==> config.mk <==
export PLATFORM = sky130hd
export DESIGN_NAME = stream_find_replace
export DESIGN_NICKNAME = d
export VERILOG_FILES = /design/src/design/sfr_pkg.sv /design/src/design/stream_find_replace.sv /design/src/design/sfr_cfg.sv /design/src/design/sfr_front.sv /design/src/design/sfr_queue.sv /design/src/design/sfr_back.sv
export SDC_FILE = /design/constraint.sdc
export NUM_CORES = 1
export LEC_CHECK = 0
export ABC_AREA = 1
export BUFFER_PORTS_ARGS = -buffer_cell sky130_fd_sc_hd__buf_2
export CAP_MARGIN = 25
export CORE_ASPECT_RATIO = 0.5
export CORE_MARGIN = 2
export CORE_UTILIZATION = 42
export CTS_BUF_LIST = sky130_fd_sc_hd__clkbuf_2
export DETAILED_ROUTE_END_ITERATION = 6
export SLEW_MARGIN = 20
export SYNTH_ARGS = -nofsm -noshare
export SYNTH_HDL_FRONTEND = slang
export SYNTH_SLANG_ARGS = --single-unit
export TNS_END_PERCENT = 1
==> constraint.sdc <==
create_clock -name clk -period 12.4 [get_ports clk]
set_input_delay 1.24 -clock clk [delete_from_list [all_inputs] [get_ports clk]]
set_output_delay 1.24 -clock clk [all_outputs]
set_load 0.02 [all_outputs]
==> src/design/sfr_pkg.sv <==
// ----------------------------------------------------------------------------
// sfr_pkg
// Shared types and constants of the stream find-and-replace block.
// ----------------------------------------------------------------------------
package sfr_pkg;

  // width of the live length, char count, fill and index fields (holds 0..15)
  localparam int LEN_W = 4;

  // configuration register indexes (paddr[5:3])
  localparam logic [2:0] REG_PATTERN_CHARS     = 3'd0;
  localparam logic [2:0] REG_PATTERN_LEN       = 3'd1;
  localparam logic [2:0] REG_REPLACEMENT_CHARS = 3'd2;
  localparam logic [2:0] REG_REPLACEMENT_LEN   = 3'd3;
  localparam logic [2:0] REG_OUT_CAPACITY      = 3'd4;

  localparam logic [15:0] CAPACITY_RESET = 16'hffff;

  typedef struct packed {
    logic [63:0] pattern_chars;
    logic [3:0]  pattern_len;
    logic [63:0] replacement_chars;
    logic [3:0]  replacement_len;
    logic [15:0] out_capacity;
  } sfr_cfg_t;

  // one queue entry: a run of characters, optionally closed by a summary
  typedef struct packed {
    logic [LEN_W-1:0] n_chars;
    logic             summary;
    logic [15:0]      length;
    logic [15:0]      count;
    logic             overflow;
  } sfr_job_t;

endpackage

==> src/design/stream_find_replace.sv <==
// ----------------------------------------------------------------------------
// stream_find_replace
// Streaming find-and-replace on 8-bit characters with capacity truncation.
//
//   channel | ports                                        | handshake
//   --------+----------------------------------------------+------------------
//   input   | in_char in_has_char in_last                  | in_valid/in_ready
//   result  | out_char out_has_char out_last out_length    | out_valid/out_ready
//           | out_count out_overflow                       |
//   config  | psel penable pwrite paddr pwdata prdata      | pready (always 1)
//
// The front takes one input beat per cycle while the queue has room and
// decides in that cycle every result the beat causes.
// The back delivers one result beat per cycle while out_ready is high: a
// replacement of n characters gives n character beats, and a last beat gives
// up to the larger of PATTERN_MAX and REPLACEMENT_MAX characters plus a
// summary beat; QUEUE_DEPTH entries absorb these bursts.
// Synchronous active-low reset clears control state and loads register
// defaults; a stalled output holds its beat while the front keeps accepting
// until the queue fills.
// ----------------------------------------------------------------------------
module stream_find_replace import sfr_pkg::*; #(
  parameter int PATTERN_MAX     = 8,
  parameter int REPLACEMENT_MAX = 8,
  parameter int LENGTH_BITS     = 16,
  parameter int QUEUE_DEPTH     = 4
) (
  input  logic        clk,
  input  logic        rst_n,
  input  logic        psel,
  input  logic        penable,
  input  logic        pwrite,
  input  logic [5:0]  paddr,
  input  logic [63:0] pwdata,
  output logic [63:0] prdata,
  output logic        pready,
  input  logic        in_valid,
  output logic        in_ready,
  input  logic [7:0]  in_char,
  input  logic        in_has_char,
  input  logic        in_last,
  output logic        out_valid,
  input  logic        out_ready,
  output logic [7:0]  out_char,
  output logic        out_has_char,
  output logic        out_last,
  output logic [15:0] out_length,
  output logic [15:0] out_count,
  output logic        out_overflow
);

  localparam int JOB_MAX = (PATTERN_MAX > REPLACEMENT_MAX) ? PATTERN_MAX : REPLACEMENT_MAX;
  localparam int Q_WIDTH = JOB_MAX * 8 + $bits(sfr_job_t);

  sfr_cfg_t             cfg;
  logic                 queue_full, push, pop, head_valid;
  logic [JOB_MAX*8-1:0] push_chars, head_chars;
  sfr_job_t             push_meta, head_meta;
  logic [Q_WIDTH-1:0]   head_data;

  sfr_cfg u_cfg (
    .clk     (clk),
    .rst_n   (rst_n),
    .psel    (psel),
    .penable (penable),
    .pwrite  (pwrite),
    .paddr   (paddr),
    .pwdata  (pwdata),
    .prdata  (prdata),
    .pready  (pready),
    .cfg     (cfg)
  );

  sfr_front #(
    .PATTERN_MAX     (PATTERN_MAX),
    .REPLACEMENT_MAX (REPLACEMENT_MAX),
    .LENGTH_BITS     (LENGTH_BITS),
    .JOB_MAX         (JOB_MAX)
  ) u_front (
    .clk         (clk),
    .rst_n       (rst_n),
    .cfg         (cfg),
    .in_valid    (in_valid),
    .in_ready    (in_ready),
    .in_char     (in_char),
    .in_has_char (in_has_char),
    .in_last     (in_last),
    .queue_full  (queue_full),
    .push        (push),
    .push_chars  (push_chars),
    .push_meta   (push_meta)
  );

  sfr_queue #(
    .WIDTH (Q_WIDTH),
    .DEPTH (QUEUE_DEPTH)
  ) u_queue (
    .clk        (clk),
    .rst_n      (rst_n),
    .push       (push),
    .push_data  ({push_chars, push_meta}),
    .full       (queue_full),
    .pop        (pop),
    .head_valid (head_valid),
    .head_data  (head_data)
  );

  assign head_chars = head_data[Q_WIDTH-1 -: JOB_MAX*8];
  assign head_meta  = head_data[$bits(sfr_job_t)-1:0];

  sfr_back #(
    .JOB_MAX (JOB_MAX)
  ) u_back (
    .clk          (clk),
    .rst_n        (rst_n),
    .head_valid   (head_valid),
    .head_chars   (head_chars),
    .head_meta    (head_meta),
    .pop          (pop),
    .out_valid    (out_valid),
    .out_ready    (out_ready),
    .out_char     (out_char),
    .out_has_char (out_has_char),
    .out_last     (out_last),
    .out_length   (out_length),
    .out_count    (out_count),
    .out_overflow (out_overflow)
  );

endmodule

==> src/design/sfr_cfg.sv <==
// ----------------------------------------------------------------------------
// sfr_cfg
// APB-style register file holding pattern, replacement and capacity.
// ----------------------------------------------------------------------------
module sfr_cfg import sfr_pkg::*; (
  input  logic        clk,
  input  logic        rst_n,
  input  logic        psel,
  input  logic        penable,
  input  logic        pwrite,
  input  logic [5:0]  paddr,
  input  logic [63:0] pwdata,
  output logic [63:0] prdata,
  output logic        pready,
  output sfr_cfg_t    cfg
);

  sfr_cfg_t   cfg_r;
  sfr_cfg_t   cfg_nxt;
  logic [2:0] reg_idx;
  logic       wr_en;

  assign reg_idx = paddr[5:3];
  assign wr_en   = psel && penable && pwrite;
  assign pready  = 1'b1;
  assign cfg     = cfg_r;

  always_comb begin
    cfg_nxt = cfg_r;
    if (wr_en) begin
      case (reg_idx)
        REG_PATTERN_CHARS:     cfg_nxt.pattern_chars     = pwdata;
        REG_PATTERN_LEN:       cfg_nxt.pattern_len       = pwdata[3:0];
        REG_REPLACEMENT_CHARS: cfg_nxt.replacement_chars = pwdata;
        REG_REPLACEMENT_LEN:   cfg_nxt.replacement_len   = pwdata[3:0];
        REG_OUT_CAPACITY:      cfg_nxt.out_capacity      = pwdata[15:0];
        default: ;
      endcase
    end
  end

  always_comb begin
    case (reg_idx)
      REG_PATTERN_CHARS:     prdata = cfg_r.pattern_chars;
      REG_PATTERN_LEN:       prdata = 64'(cfg_r.pattern_len);
      REG_REPLACEMENT_CHARS: prdata = cfg_r.replacement_chars;
      REG_REPLACEMENT_LEN:   prdata = 64'(cfg_r.replacement_len);
      REG_OUT_CAPACITY:      prdata = 64'(cfg_r.out_capacity);
      default:               prdata = '0;
    endcase
  end

  always_ff @(posedge clk) begin
    if (!rst_n) begin
      cfg_r.pattern_chars     <= '0;
      cfg_r.pattern_len       <= '0;
      cfg_r.replacement_chars <= '0;
      cfg_r.replacement_len   <= '0;
      cfg_r.out_capacity      <= CAPACITY_RESET;
    end else begin
      cfg_r <= cfg_nxt;
    end
  end

endmodule

==> src/design/sfr_front.sv <==
// ----------------------------------------------------------------------------
// sfr_front
// Accepts characters, keeps the delay window and counters, and turns each
// item with output into one queue entry listing its characters and summary.
// ----------------------------------------------------------------------------
module sfr_front import sfr_pkg::*; #(
  parameter int PATTERN_MAX     = 8,
  parameter int REPLACEMENT_MAX = 8,
  parameter int LENGTH_BITS     = 16,
  parameter int JOB_MAX         = 8
) (
  input  logic               clk,
  input  logic               rst_n,
  input  sfr_cfg_t           cfg,
  input  logic               in_valid,
  output logic               in_ready,
  input  logic [7:0]         in_char,
  input  logic               in_has_char,
  input  logic               in_last,
  input  logic               queue_full,
  output logic               push,
  output logic [JOB_MAX*8-1:0] push_chars,
  output sfr_job_t           push_meta
);

  localparam logic [LENGTH_BITS-1:0] LEN_MAX   = '1;
  localparam logic [LEN_W-1:0]       PAT_MAX_L = LEN_W'(PATTERN_MAX);
  localparam logic [LEN_W-1:0]       REP_MAX_L = LEN_W'(REPLACEMENT_MAX);

  logic [7:0]             win_r [PATTERN_MAX];
  logic [7:0]             win_nxt [PATTERN_MAX];
  logic [7:0]             ins [PATTERN_MAX];
  logic [7:0]             src [PATTERN_MAX];
  logic [7:0]             pat [PATTERN_MAX];
  logic [LEN_W-1:0]       fill_r, fill_nxt, fill_a;
  logic [LEN_W-1:0]       live_len_r, live_len_nxt, live;
  logic [LENGTH_BITS-1:0] written_r, written_nxt, written_a, written_b;
  logic [LENGTH_BITS-1:0] count_r, count_nxt, count_a;
  logic                   ovf_r, ovf_nxt, ovf_a, ovf_b;
  logic                   active_r, active_nxt;
  logic [LENGTH_BITS-1:0] cap, room_a, room_b;
  logic [LEN_W-1:0]       rl, cs, n_a, n_b;
  logic                   accept, take, match, use_rep;

  assign in_ready = !queue_full;

  always_comb begin
    accept = in_valid && in_ready;
    take   = accept && (in_has_char || in_last);
    live   = active_r ? live_len_r :
             ((cfg.pattern_len > PAT_MAX_L) ? PAT_MAX_L : cfg.pattern_len);
    rl     = (cfg.replacement_len > REP_MAX_L) ? REP_MAX_L : cfg.replacement_len;
    cap    = (32'(cfg.out_capacity) > 32'(LEN_MAX)) ? LEN_MAX :
             LENGTH_BITS'(cfg.out_capacity);

    for (int i = 0; i < PATTERN_MAX; i++) begin
      pat[i] = cfg.pattern_chars[8*i +: 8];
      ins[i] = (fill_r == LEN_W'(i)) ? in_char : win_r[i];
    end
    match = 1'b1;
    for (int i = 0; i < PATTERN_MAX; i++) begin
      if ((LEN_W'(i) < live) && (ins[i] != pat[i])) match = 1'b0;
    end

    room_a = (cap > written_r) ? cap - written_r : '0;
    cs     = (room_a < LENGTH_BITS'(rl)) ? room_a[LEN_W-1:0] : rl;

    // character step
    src       = win_r;
    win_nxt   = win_r;
    fill_a    = fill_r;
    written_a = written_r;
    count_a   = count_r;
    ovf_a     = ovf_r;
    n_a       = '0;
    use_rep   = 1'b0;
    if (in_has_char && !ovf_r) begin
      if (live == '0) begin
        src[0]  = in_char;
        win_nxt = src;
        fill_a  = '0;
        if (written_r < cap) begin
          n_a       = LEN_W'(1);
          written_a = written_r + 1'b1;
        end else begin
          ovf_a     = 1'b1;
          written_a = cap;
        end
      end else if (fill_r < live) begin
        src     = ins;
        win_nxt = ins;
        fill_a  = fill_r + 1'b1;
        if (fill_a == live) begin
          if (match) begin
            use_rep = 1'b1;
            n_a     = cs;
            fill_a  = '0;
            if ((rl == '0 || cs != '0) && count_r != LEN_MAX) count_a = count_r + 1'b1;
            if (cs >= rl) begin
              written_a = written_r + LENGTH_BITS'(rl);
            end else begin
              ovf_a     = 1'b1;
              written_a = cap;
            end
          end else if (written_r < cap) begin
            // emit the oldest character and shift the window down
            n_a       = LEN_W'(1);
            written_a = written_r + 1'b1;
            fill_a    = fill_r;
            for (int i = 0; i < PATTERN_MAX - 1; i++) win_nxt[i] = ins[i+1];
          end else begin
            ovf_a     = 1'b1;
            written_a = cap;
            fill_a    = '0;
          end
        end
      end
    end

    // flush step at end of string
    room_b    = (cap > written_a) ? cap - written_a : '0;
    n_b       = '0;
    written_b = written_a;
    ovf_b     = ovf_a;
    if (in_last && fill_a != '0 && !ovf_a) begin
      if (room_b >= LENGTH_BITS'(fill_a)) begin
        n_b       = fill_a;
        written_b = written_a + LENGTH_BITS'(fill_a);
      end else begin
        n_b       = room_b[LEN_W-1:0];
        ovf_b     = 1'b1;
        written_b = cap;
      end
    end

    // emitted characters are the pre-shift window or the replacement text
    push_chars = '0;
    if (use_rep) begin
      for (int i = 0; i < REPLACEMENT_MAX; i++)
        push_chars[8*i +: 8] = cfg.replacement_chars[8*i +: 8];
    end else begin
      for (int i = 0; i < PATTERN_MAX; i++) push_chars[8*i +: 8] = src[i];
    end
    push_meta.n_chars  = n_a + n_b;
    push_meta.summary  = in_last;
    push_meta.length   = in_last ? 16'(written_b) : '0;
    push_meta.count    = in_last ? 16'(count_a) : '0;
    push_meta.overflow = in_last && ovf_b;
    push = take && (push_meta.n_chars != '0 || in_last);

    fill_nxt     = fill_r;
    written_nxt  = written_r;
    count_nxt    = count_r;
    ovf_nxt      = ovf_r;
    active_nxt   = active_r;
    live_len_nxt = live_len_r;
    if (take) begin
      if (in_last) begin
        fill_nxt    = '0;
        written_nxt = '0;
        count_nxt   = '0;
        ovf_nxt     = 1'b0;
        active_nxt  = 1'b0;
      end else begin
        fill_nxt     = fill_a;
        written_nxt  = written_a;
        count_nxt    = count_a;
        ovf_nxt      = ovf_a;
        active_nxt   = 1'b1;
        live_len_nxt = live;
      end
    end
  end

  always_ff @(posedge clk) begin
    if (!rst_n) begin
      fill_r     <= '0;
      written_r  <= '0;
      count_r    <= '0;
      ovf_r      <= 1'b0;
      active_r   <= 1'b0;
      live_len_r <= '0;
    end else begin
      fill_r     <= fill_nxt;
      written_r  <= written_nxt;
      count_r    <= count_nxt;
      ovf_r      <= ovf_nxt;
      active_r   <= active_nxt;
      live_len_r <= live_len_nxt;
    end
  end

  always_ff @(posedge clk) begin
    if (take) win_r <= win_nxt;
  end

endmodule

==> src/design/sfr_queue.sv <==
// ----------------------------------------------------------------------------
// sfr_queue
// Short register FIFO between front and back, head visible without a read.
// ----------------------------------------------------------------------------
module sfr_queue import sfr_pkg::*; #(
  parameter int WIDTH = 8,
  parameter int DEPTH = 4
) (
  input  logic             clk,
  input  logic             rst_n,
  input  logic             push,
  input  logic [WIDTH-1:0] push_data,
  output logic             full,
  input  logic             pop,
  output logic             head_valid,
  output logic [WIDTH-1:0] head_data
);

  localparam int PTR_W = (DEPTH > 1) ? $clog2(DEPTH) : 1;
  localparam int CNT_W = $clog2(DEPTH + 1);

  logic [WIDTH-1:0] mem_r [DEPTH];
  logic [PTR_W-1:0] wr_ptr_r, wr_ptr_nxt, rd_ptr_r, rd_ptr_nxt;
  logic [CNT_W-1:0] cnt_r, cnt_nxt;
  logic             do_push, do_pop;

  assign full       = (cnt_r == CNT_W'(DEPTH));
  assign head_valid = (cnt_r != '0);
  assign head_data  = mem_r[rd_ptr_r];

  always_comb begin
    do_push    = push && !full;
    do_pop     = pop && head_valid;
    wr_ptr_nxt = wr_ptr_r;
    rd_ptr_nxt = rd_ptr_r;
    if (do_push)
      wr_ptr_nxt = (wr_ptr_r == PTR_W'(DEPTH - 1)) ? '0 : wr_ptr_r + 1'b1;
    if (do_pop)
      rd_ptr_nxt = (rd_ptr_r == PTR_W'(DEPTH - 1)) ? '0 : rd_ptr_r + 1'b1;
    cnt_nxt = cnt_r;
    if (do_push && !do_pop) cnt_nxt = cnt_r + 1'b1;
    else if (do_pop && !do_push) cnt_nxt = cnt_r - 1'b1;
  end

  always_ff @(posedge clk) begin
    if (!rst_n) begin
      wr_ptr_r <= '0;
      rd_ptr_r <= '0;
      cnt_r    <= '0;
    end else begin
      wr_ptr_r <= wr_ptr_nxt;
      rd_ptr_r <= rd_ptr_nxt;
      cnt_r    <= cnt_nxt;
    end
  end

  always_ff @(posedge clk) begin
    if (do_push) mem_r[wr_ptr_r] <= push_data;
  end

endmodule

==> src/design/sfr_back.sv <==
// ----------------------------------------------------------------------------
// sfr_back
// Walks the head queue entry one result per beat into the output register.
// ----------------------------------------------------------------------------
module sfr_back import sfr_pkg::*; #(
  parameter int JOB_MAX = 8
) (
  input  logic                 clk,
  input  logic                 rst_n,
  input  logic                 head_valid,
  input  logic [JOB_MAX*8-1:0] head_chars,
  input  sfr_job_t             head_meta,
  output logic                 pop,
  output logic                 out_valid,
  input  logic                 out_ready,
  output logic [7:0]           out_char,
  output logic                 out_has_char,
  output logic                 out_last,
  output logic [15:0]          out_length,
  output logic [15:0]          out_count,
  output logic                 out_overflow
);

  logic [LEN_W-1:0] idx_r, idx_nxt;
  logic             out_valid_r, out_valid_nxt;
  logic [7:0]       char_r, sel;
  logic             has_r, last_r, ovf_r;
  logic [15:0]      length_r, count_r;
  logic             load, is_char, done;

  always_comb begin
    load    = head_valid && (!out_valid_r || out_ready);
    is_char = idx_r < head_meta.n_chars;
    sel     = '0;
    for (int i = 0; i < JOB_MAX; i++) begin
      if (idx_r == LEN_W'(i)) sel = head_chars[8*i +: 8];
    end
    done = is_char ? ((idx_r + 1'b1 == head_meta.n_chars) && !head_meta.summary) : 1'b1;
    pop  = load && done;
    idx_nxt = idx_r;
    if (load) idx_nxt = done ? '0 : idx_r + 1'b1;
    out_valid_nxt = load ? 1'b1 : (out_ready ? 1'b0 : out_valid_r);
  end

  always_ff @(posedge clk) begin
    if (!rst_n) begin
      idx_r       <= '0;
      out_valid_r <= 1'b0;
    end else begin
      idx_r       <= idx_nxt;
      out_valid_r <= out_valid_nxt;
    end
  end

  // character beats carry zero summary fields; the summary beat has no char
  always_ff @(posedge clk) begin
    if (load) begin
      char_r   <= is_char ? sel : 8'd0;
      has_r    <= is_char;
      last_r   <= !is_char;
      length_r <= is_char ? 16'd0 : head_meta.length;
      count_r  <= is_char ? 16'd0 : head_meta.count;
      ovf_r    <= !is_char && head_meta.overflow;
    end
  end

  assign out_valid    = out_valid_r;
  assign out_char     = char_r;
  assign out_has_char = has_r;
  assign out_last     = last_r;
  assign out_length   = length_r;
  assign out_count    = count_r;
  assign out_overflow = ovf_r;

endmodule

==> impl_table.tex <==
\begin{tabular}{lr}
\hline
Metric & Value \\
\hline
\multicolumn{2}{l}{\textbf{Setup path}} \\
\quad Endpoint kind of the worst setup timing path & register \\
\quad Signal arrival time at the worst endpoint & 12.13 ns \\
\quad Crit path largest cell delay & 0.45 ns \\
\quad Critical Path Start Type & register \\
\quad Register-to-register setup slack & 1.53 ns \\
\quad Worst setup path startpoint & u\_cfg.cfg[0] \\
\quad Cell mode on critical path & sky130\_fd\_sc\_hd\_\_nand2\_1 \\
\quad Maximum fanout along the worst path & 26 \\
\quad Worst R2R End & u\_queue.cnt\_r[1] \\
\quad Start-to-end type of the worst setup path & reg2reg \\
\quad Slowest cell on the critical path & sky130\_fd\_sc\_hd\_\_fa\_1 \\
\quad Critical path endpoint & u\_queue.cnt\_r[1] \\
\quad Launch instance of the worst register-to-register path & u\_cfg.cfg[0] \\
\quad Number of cells on the worst reg-to-reg path & 64 \\
\quad Critical path data required time & 13.66 ns \\
\multicolumn{2}{l}{\textbf{Route}} \\
\quad Routed wire length per instance & 20.4 µm \\
\quad First-pass DRT Iterations & 7 \\
\quad Residual DRC & 1 \\
\quad Detailed router's first-iteration violation count & 3852 \\
\quad Total Wirelength & 126 mm \\
\quad Average via count per standard cell & 5.54 \\
\quad Sum of routed wire segments on met1 & 55.3 mm \\
\quad Metal3 WL & 10.8 mm \\
\quad Highest metal used & met5 \\
\quad Met2 Wirelength & 56.0 mm \\
\quad Total via count in the routed design & 34300 \\
\quad Number of nets still failing antenna checks after routing & 0 \\
\multicolumn{2}{l}{\textbf{Timing}} \\
\quad Final worst-path cycle share & 87.6\% \\
\quad Maximum clock rate & 92.0 MHz \\
\quad Total negative slack & 0 ns \\
\quad \# setup viols final & 0 \\
\quad PnR worst setup slack & 1.53 ns \\
\quad Fin Clk Skew & 0.166 ns \\
\quad Hold Vio Cnt, Final & 0 \\
\quad Final Max Slew Viols & 0 \\
\quad Worst slew pin tran & 1.04 ns \\
\quad Worst rel slew slack & 30.8\% \\
\quad RSZ-0062 raised after global routing & no \\
\quad Time the worst path needs with I/O delays and setup & 10.87 ns \\
\multicolumn{2}{l}{\textbf{GRT}} \\
\quad All-layer global routing usage & 26.7\% \\
\quad Overflow left after global routing & 0 \\
\quad Antenna violations before repair & 5 \\
\quad Wire length of the first global-routing pass & 191 mm \\
\quad Largest net degree at the start of global routing & 148 \\
\quad Via count of the first global-routing pass & 32200 \\
\multicolumn{2}{l}{\textbf{Floorplan}} \\
\quad Core area & 88900 µm² \\
\quad Vertical die dimension & 216 µm \\
\quad Area enclosed by the die boundary & 92800 µm² \\
\quad Number of rows created at floorplan & 77 \\
\quad Boundary Pins & 197 \\
\quad Die width & 429 µm \\
\quad Effective utilization at floorplan & 42.6\% \\
\multicolumn{2}{l}{\textbf{Power and ir drop}} \\
\quad Worst vdd ir & 0.120 mV \\
\quad Leakage Power & 17.6 nW \\
\quad Areal power density over the cells & 153 nW/µm² \\
\multicolumn{2}{l}{\textbf{Placement}} \\
\quad Number of port buffers & 192 \\
\quad Post-DP HPWL & 83.8 mm \\
\quad Post-DP Area & 40400 µm² \\
\quad Placed instance count & 5791 \\
\quad Post-placement worst setup slack & 1.51 ns \\
\quad Global placer's final weighted congestion & 0.925 \\
\multicolumn{2}{l}{\textbf{Cells and area}} \\
\quad Layout Cell Area excl Fill & 42700 µm² \\
\quad Area Growth Syn to Fin & 12.5\% \\
\quad Number of nets in the layout & 5015 \\
\quad Count of fill cells added during filler insertion & 8776 \\
\quad Proportion of layout cells with a drive suffix above 1 & 13.1\% \\
\quad Final cell count without fillers & 6180 \\
\multicolumn{2}{l}{\textbf{CTS}} \\
\quad CTS HTree Levels & 4 \\
\quad Clock insertion delay at the later pin of the skew report & 1.52 ns \\
\quad Max Root-Sink Buffers & 3 \\
\quad CTS buffer count & 172 \\
\quad Root Buffer & sky130\_fd\_sc\_hd\_\_clkbuf\_2 \\
\quad Clock sinks & 723 \\
\quad Clock-pin slew on the worst setup and hold paths & 0.13 ns \\
\quad Count of buffers added by post-CTS timing repair for setup & 0 \\
\quad CTS tree & yes \\
\multicolumn{2}{l}{\textbf{Synth}} \\
\quad Syn\_nets & 4731 \\
\quad Ys async rst share & 0\% \\
\quad Synth Area per Inst & 8.31 µm² \\
\quad Most numerous cell in the Yosys netlist & sky130\_fd\_sc\_hd\_\_nand2\_1 \\
\quad Number of enable-type register cells in the synthesized netlist & 515 \\
\quad Sequential share of the synthesized area & 51.8\% \\
\quad Synthesized netlist cell count & 4560 \\
\quad Most instantiated cells after synthesis & sky130\_fd\_sc\_hd\_\_nand2\_1 (1040), sky130\_fd\_sc\_hd\_\_o21ai\_0 (544), sky130\_fd\_sc\_hd\_\_edfxtp\_1 (515) \\
\quad Yosys synthesis warning count & 0 \\
\quad Yosys top cell area share & 40.8\% \\
\quad Number of register bits inferred by synthesis & 723 \\
\quad Synth cell types & 64 \\
\quad Flip-flop cell with the highest count after synthesis & sky130\_fd\_sc\_hd\_\_edfxtp\_1 \\
\quad Summed instance area of the synthesized netlist & 37900 µm² \\
\quad Library cell with the largest summed area after synthesis & sky130\_fd\_sc\_hd\_\_edfxtp\_1 \\
\quad Area contributors post-synth & sky130\_fd\_sc\_hd\_\_edfxtp\_1 (41\%), sky130\_fd\_sc\_hd\_\_dfxtp\_1 (11\%), sky130\_fd\_sc\_hd\_\_nand2\_1 (10\%), sky130\_fd\_sc\_hd\_\_o21ai\_0 (7.2\%), sky130\_fd\_sc\_hd\_\_a21oi\_1 (4.6\%) \\
\multicolumn{2}{l}{\textbf{Outcome}} \\
\quad Failing checks & DRC \\
\quad Outcome & complete, but fails checks \\
\multicolumn{2}{l}{\textbf{Job}} \\
\quad Count of maximum capacitance violations & 0 \\
\multicolumn{2}{l}{\textbf{Hold path}} \\
\quad Hold Path Class & in2reg \\
\quad Worst hold path depth & 4 \\
\hline
\end{tabular}
## flip-flops by register name, summed over array words and instances, names as in the netlist, named ones only
name,cells
u_queue.mem_r,408
u_cfg.cfg,152
u_front.win_r,64
u_back.out_count,16
u_back.out_length,16
u_front.count_r,16
u_front.written_r,16
u_back.out_char,8
u_back.idx_r,4
u_front.fill_r,4
u_front.live_len_r,4
u_queue.cnt_r,3
u_queue.rd_ptr_r,2
u_queue.wr_ptr_r,2
u_back.out_has_char,1
u_back.out_last,1
u_back.out_overflow,1
u_back.out_valid,1
u_front.active_r,1
u_front.ovf_r,1
## cell type report
type                    instances  area [µm²]  area share [%]
flip-flops and latches        723       19600            46.0
multi-input cells            3117       15500            36.4
repair buffers                361        2630            6.16
inverters                     469        1770            4.15
well taps                    1185        1480            3.48
clock buffers                 264        1320            3.10
clock inverters                58         294           0.689
diodes                          3        7.51          0.0176
## cell usage in the layout, fill, tap and decap left out, drive strengths merged, types with 6 or more instances in the layout
| cell type | netlist | routed |
|---|---|---|
| nor3 | 23 | 23 |
| fa | 6 | 6 |
| dfxtp | 208 | 208 |
| buf | 47 | 297 |
| a21oi | 346 | 346 |
| inv | 459 | 466 |
| nor4 | 8 | 8 |
| nand2 | 1052 | 1052 |
| o221ai | 21 | 21 |
| ha | 78 | 78 |
| dlygate4sd3 | 0 | 64 |
| nand3 | 279 | 279 |
| nand3b | 8 | 8 |
| nand4 | 34 | 34 |
| o211ai | 14 | 14 |
| o21bai | 8 | 8 |
| o21ai | 559 | 559 |
| edfxtp | 515 | 515 |
| clkinv | 10 | 59 |
| xor2 | 45 | 45 |
| nor2 | 409 | 409 |
| o22ai | 141 | 141 |
| clkbuf | 204 | 264 |
| a31oi | 24 | 24 |
| xnor2 | 11 | 11 |
| a221o | 12 | 12 |
## stage by stage
stage               utilization (%)  power [mW]  hold slack [ns]
finish                         48.0        6.52            0.224
global route                   48.0        6.88            0.146
CTS                            48.0        6.56           0.0188
detailed placement             45.4        4.90            0.468
global placement               45.4        4.87            0.463
floorplan                         -        4.18            0.444
## per-layer routing
metal | vias to the layer above | track usage (%)
met2 | 1453 | 41.5
met3 | 269 | 4.85
li1 | 16300 | -
met5 | - | 0
met4 | 4 | 10.2
met1 | 16300 | 37.3
## report_power, final
group	leakage [nW]	total [mW]	internal (mW)	switching [mW]
sequential	6.42	2.93	2.84	0.0889
combinational	9.88	1.94	0.555	1.39
clock	1.25	1.65	0.599	1.05
## cell families (layout without fill, tap and decap cells)
kind of cell | Yosys count | count (layout) | share of synthesized area [%]
simple gates | 1818 | 1818 | 19.9
compound gates | 1158 | 1158 | 16.6
fa+ha+maj | 84 | 84 | 2.89
flops | 723 | 723 | 51.8
buf+inv | 720 | 1152 | 7.48
other cells | 1 | 4 | 0.00989
xor+xnor | 56 | 56 | 1.29
## critical path, delay by kind of cell (launching register included)
family                     cells  cell delay [ns]
AOI/OAI and AO/OA             12             1.91
DFF                            1             0.34
buffers and inverters         11             1.57
adders and majority gates     10             3.17
and+or+nand+nor               31             3.65
## worst min path at each step
stage / from / endpoint / slack (ns)
final: out_ready / u_back.out_valid / 0.22
after global routing: out_ready / u_back.out_valid / 0.15
after CTS: out_ready / u_back.out_valid / 0.02
after detailed placement: u_cfg.cfg[43] / u_cfg.cfg[43] / 0.47
after global placement: u_cfg.cfg[39] / u_cfg.cfg[39] / 0.46
after floorplan: u_cfg.cfg[25] / u_cfg.cfg[25] / 0.44
## repair_timing
action,CTS,global route
resized for setup,0,1
setup endpoints to repair,0,1
endpoints found under the hold margin,150,0
hold buffers,64,0
No activity file was read; power rests on OpenSTA's default activity.
